--- config.mk ---
export PLATFORM = sky130hd
export DESIGN_NAME = swrm_ctrl
export DESIGN_NICKNAME = d
export VERILOG_FILES = /design/src/hw/rtl/swrm_pkg.sv /design/src/hw/rtl/swrm_ctrl.sv
export SDC_FILE = /design/constraint.sdc
export NUM_CORES = 1
export LEC_CHECK = 0
export BUFFER_PORTS_ARGS = -buffer_cell sky130_fd_sc_hd__buf_2
export CAP_MARGIN = 15
export CORE_AREA = 10 10 47 49
export CTS_CLUSTER_DIAMETER = 120
export CTS_CLUSTER_SIZE = 10
export DETAILED_ROUTE_END_ITERATION = 16
export DIE_AREA = 0 0 57 59
export SETUP_SLACK_MARGIN = 0.05
export SYNTH_ARGS = -nofsm -noshare
export SYNTH_HDL_FRONTEND = slang
export SYNTH_SLANG_ARGS = --single-unit
export TNS_END_PERCENT = 100
--- constraint.sdc ---
create_clock -name i_clk -period 1.9 [get_ports i_clk]
set_input_delay 0.38 -clock i_clk [delete_from_list [all_inputs] [get_ports i_clk]]
set_output_delay 0.38 -clock i_clk [all_outputs]
set_load 0.01 [all_outputs]
--- src/hw/rtl/swrm_pkg.sv ---
package swrm_pkg;

    // Sizing of the entry FIFO and the window
    localparam int FIFO_DEPTH = 64;
    localparam int WINDOW_MS  = 5000;
    localparam int MS_PER_S   = 1000;

    localparam int ADDR_W = (FIFO_DEPTH > 1) ? $clog2(FIFO_DEPTH) : 1;
    localparam int CNT_W  = $clog2(FIFO_DEPTH + 1);

    // Field widths
    localparam int BYTES_W = 32;
    localparam int TIME_W  = 64;
    localparam int SUM_W   = 38;
    localparam int RATE_W  = 36;
    localparam int ENTRY_W = BYTES_W + TIME_W;

    // Rate divisor: whole seconds in the window, never below one
    localparam int RATE_DIV  = (WINDOW_MS / MS_PER_S == 0) ? 1 : (WINDOW_MS / MS_PER_S);

    // Fixed-point reciprocal of the divisor, exact for every sum below 2^SUM_W
    localparam int DIV_SH    = SUM_W + $clog2(RATE_DIV);
    localparam int RECIP_W   = SUM_W + 1;
    localparam logic [RECIP_W-1:0] RECIP =
        RECIP_W'(((64'd1 << DIV_SH) + 64'(RATE_DIV) - 64'd1) / 64'(RATE_DIV));

    // Halves of the sum and the reciprocal for four partial products
    localparam int X_LO_W    = SUM_W / 2;
    localparam int X_HI_W    = SUM_W - X_LO_W;
    localparam int R_LO_W    = X_LO_W;
    localparam int R_HI_W    = RECIP_W - R_LO_W;
    localparam int PROD_W    = SUM_W + RECIP_W;
    localparam int DIV_STEPS = 4;
    localparam int STEP_W    = 2;

    localparam logic [SUM_W-1:0]  SUM_MAX  = '1;
    localparam logic [RATE_W-1:0] RATE_MAX = '1;

    // Command codes
    localparam logic CMD_DATA   = 1'b0;
    localparam logic CMD_UPDATE = 1'b1;

    typedef struct packed {
        logic               command;
        logic [BYTES_W-1:0] byte_count;
        logic [TIME_W-1:0]  time_ms;
    } t_in_item;

    typedef struct packed {
        logic [RATE_W-1:0] rate_bytes_per_s;
        logic [SUM_W-1:0]  window_bytes;
        logic              entry_dropped;
    } t_out_item;

    // Controller to datapath
    typedef struct packed {
        logic push;
        logic load_now;
        logic rd_head;
        logic pop;
        logic div_start;
        logic div_step;
        logic load_rate;
        logic load_out;
    } t_dp_cmd;

    // Datapath to controller
    typedef struct packed {
        logic count_zero;
        logic count_one;
        logic head_expired;
        logic div_last;
    } t_dp_status;

    typedef enum logic [2:0] {
        ST_IDLE,
        ST_EXP_RD,
        ST_EXP_CHK,
        ST_DIV_INIT,
        ST_DIV,
        ST_RATE,
        ST_DONE
    } t_state;

endpackage

--- src/hw/rtl/swrm_ctrl.sv ---
module swrm_ctrl (
    input  logic                i_clk,
    input  logic                i_rst_n,
    input  logic                i_in_valid,
    input  logic                i_in_command,
    output logic                o_in_stall,
    output logic                o_out_valid,
    input  logic                i_out_stall,
    input  swrm_pkg::t_dp_status i_status,
    output swrm_pkg::t_dp_cmd    o_cmd
);

    import swrm_pkg::*;

    t_state r_state, n_state;
    logic   r_out_valid, n_out_valid;
    logic   in_accept;
    logic   out_free;

    assign o_in_stall  = (r_state != ST_IDLE);
    assign in_accept   = i_in_valid && (r_state == ST_IDLE);
    assign out_free    = !r_out_valid || !i_out_stall;
    assign o_out_valid = r_out_valid;

    // State and output-valid registers
    always_ff @(posedge i_clk) begin
        if (!i_rst_n) begin
            r_state     <= ST_IDLE;
            r_out_valid <= 1'b0;
        end else begin
            r_state     <= n_state;
            r_out_valid <= n_out_valid;
        end
    end

    // Next state and datapath commands
    always_comb begin
        n_state     = r_state;
        n_out_valid = r_out_valid && i_out_stall;
        o_cmd       = '0;
        unique case (r_state)
            ST_IDLE: begin
                if (in_accept) begin
                    if (i_in_command == CMD_DATA) begin
                        o_cmd.push = 1'b1;
                        n_state    = ST_DONE;
                    end else begin
                        o_cmd.load_now = 1'b1;
                        n_state = i_status.count_zero ? ST_DIV_INIT : ST_EXP_RD;
                    end
                end
            end
            ST_EXP_RD: begin
                o_cmd.rd_head = 1'b1;
                n_state       = ST_EXP_CHK;
            end
            ST_EXP_CHK: begin
                if (i_status.head_expired) begin
                    o_cmd.pop = 1'b1;
                    n_state   = i_status.count_one ? ST_DIV_INIT : ST_EXP_RD;
                end else begin
                    n_state = ST_DIV_INIT;
                end
            end
            ST_DIV_INIT: begin
                o_cmd.div_start = 1'b1;
                n_state         = ST_DIV;
            end
            ST_DIV: begin
                o_cmd.div_step = 1'b1;
                if (i_status.div_last) begin
                    n_state = ST_RATE;
                end
            end
            ST_RATE: begin
                o_cmd.load_rate = 1'b1;
                n_state         = ST_DONE;
            end
            ST_DONE: begin
                if (out_free) begin
                    o_cmd.load_out = 1'b1;
                    n_out_valid    = 1'b1;
                    n_state        = ST_IDLE;
                end
            end
            default: begin
                n_state = ST_IDLE;
            end
        endcase
    end

endmodule

==> run_results.csv <==
group,metric,value,unit
run_status,outcome,"finished clean",
worst_setup_path,critPathRequiredTime,1.52,ns
timing,hold_viol,0,
place,dp_hpwl,710,um
floorplan,dieArea,0.00336,mm2
min_path,min-delay-path-class,"primary input to flip-flop",
worst_setup_path,slowest_delay,0.49,ns
drt,drtAntennaViolNets,0,
drt,wire_per_inst,11.4,um
worst_setup_path,cp-end-kind,"output pin",
timing,finalClockSkew,0.00189,ns
worst_setup_path,cp-start-kind,"flip-flop",
grt,grt_start_max_net_pins,13,
worst_setup_path,worst-setup-path-type,"flip-flop to output pin",
drt,routed_wl,858,um
drt,route.detailed.drc,0,
finish,layout_commonest_cell,"buf_2",
clock_network,cts_tree,"done",
grt,first_global_vias,330,
logic_synthesis,syn_nets,50,
timing,relSlewSlack,79.7,%
drt,drtIter0Drc,1,
logic_synthesis,syn-cell-area,308,um2
clock_network,cts.clk_slew.worst_paths,0.04,ns
floorplan,start_util,22.0,%
place,gp_congestion,0.708,
pwr,peakVddDrop,0.358,mV
clock_network,postCtsSetupRepairBufs,0,
clock_network,h-tree-depth,1,
clock_network,numClockSinks,4,
worst_setup_path,ff2ff_setup_slack,0.58,ns
clock_network,clk_latency,0.23,ns
clock_network,cts_hold_buf,0,
timing,rsz0062_at_grt,"false",
floorplan,die_x,57,um
logic_synthesis,syn_inst,41,
worst_setup_path,cp.arrival,1.34,ns
clock_network,numCtsBuffers,3,
grt,track_usage,5.32,%
clock_network,cts-root-buf,"clkbuf_4",
clock_network,clockBufferDepth,2,
finish,syn_to_final_growth,36.2,%
pwr,leakage,0.000213,uW
pwr,power_density,1020,mW/mm2
timing,period_share,90.5,%
worst_setup_path,cp_cell_sequence,"or3b_1 > nor2_1 > buf_2",
finish,n_antenna_cell,0,
drt,drt_pre_antenna_iters,2,
timing,tns,0,ns
floorplan,fp.coreArea,0.00140,mm2
place,numPortBuffers,18,
logic_synthesis,synth_warnings,0,
timing,clock.fmax,0.582,GHz
logic_synthesis,synth.distinct_cells,25,
finish,final_layout_size_suffix_gt1_share,39.0,%
worst_setup_path,crit_fanout,12,
worst_setup_path,slowest_stage,"dfxtp_1",
run,cap_violations,0,
drt,vias_per_cell,4.61,
logic_synthesis,seq_area_frac_synth,26.0,%
floorplan,row_count,14,
grt,antenna_found_initial,0,
timing,maxSlewViolCount,0,
clock_network,cts-resized-gates,0,
floorplan,floorplan.die.height,59,um
logic_synthesis,synth-seq-cells,4,
drt,num_vias,346,
place,pre_cts_slack,0.405,ns
timing,tightest_slew,0.304,ns
timing,setup_viol,0,
timing,post-route-min-period,1.72,ns
grt,grt_pass1_wl,1.41,mm
grt,overflow,0,
timing,setup_slack,0.181,ns
floorplan,io_pins,19,
finish,nets,70,
finish,most-common-layout-cells,"18 x buf_2, 5 x nor2_1, 4 x nand2_1, 4 x dfxtp_1, 3 x clkbuf_4",
logic_synthesis,synth_area_per_cell,7.51,um2
[cell type report]
class,count,area (um2)
tap,16,20.0
clock buffer,3,22.5
fill,169,982
inverter,2,7.51
sequential,4,80.1
multi-input combinational,32,199
timing repair buffer,18,90.1
[path summary, 6_finish.rpt]
kind / endpoint / from / cells past startpoint
worst max-delay path: o_cmd[4] / r_state[1] / 3
worst min-delay path: r_state[2] / i_rst_n / 2
worst min register to register: o_out_valid / o_out_valid / 2
worst max register to register: r_state[1] / r_state[0] / 3
[registers in the layout, summed over array words and instances (netlist names)]
register     count
r_state          3
o_out_valid      1
[metrics by stage]
stage          cell area (um2)  utilization (%)  hold WS (ns)  cells  total power (uW)
6_report                   419             29.9         0.432     75               427
5_1_grt                    419             29.9         0.435     75               466
4_1_cts                    419             29.9         0.417     75               439
3_5_place_dp               397             28.3         0.505     72               331
3_3_place_gp               397             28.3         0.495     72               325
2_1_floorplan              308                -         0.508     41               280
[logic make-up (layout without fill, tap and decap cells)]
family                 Yosys count  after routing  synth area share, %
AND/OR/NAND/NOR                 25             25                 45.1
AO/OA/AOI/OAI                    7              7                 19.5
buffers and inverters            5             23                 9.35
flip-flops                       4              4                 26.0
[synth_stat cells]
cell       instances  area share [%]
dfxtp_1            4              26
a21oi_1            1             1.6
nand2b_1           1             2.0
and3b_1            1             2.8
and2_1             1             2.0
and3_1             1             2.0
o32a_1             1             3.3
nor2_1             5             6.1
nand3_1            2             3.3
a211oi_1           1             2.4
o22ai_2            1             4.1
buf_2              2             3.3
or2_2              1             2.0
nor3b_1            2             4.9
nor3_1             2             3.3
o31a_1             1             2.8
o2111ai_1          1             2.8
buf_6              1             3.7
inv_1              2             2.4
or3b_1             1             2.8
nand2_1            4             4.9
nor2b_1            2             4.1
and2b_1            1             2.4
or4_1              1             2.4
a21boi_0           1             2.4
[critical path: cells and delay by family (launching register included)]
kind | cells | cell delay, ns
buffers and inverters | 1 | 0.13
DFF | 1 | 0.49
and+or+nand+nor | 2 | 0.49
[metal layers]
layer  up-vias  wire length, um  track usage [%]
met5         -                0                0
met2        12              390             7.13
met1       152              359             5.71
li1        182                -                -
met4         0                0             5.03
met3         0              108             3.00
[power by group]
group / total (uW) / switching [uW] / internal, uW
combinational: 181 / 88.2 / 92.8
sequential: 144 / 41.3 / 103
clock: 101 / 30.8 / 70.4
total: 427 / 160 / 266
(Power assumes the default switching activity.)
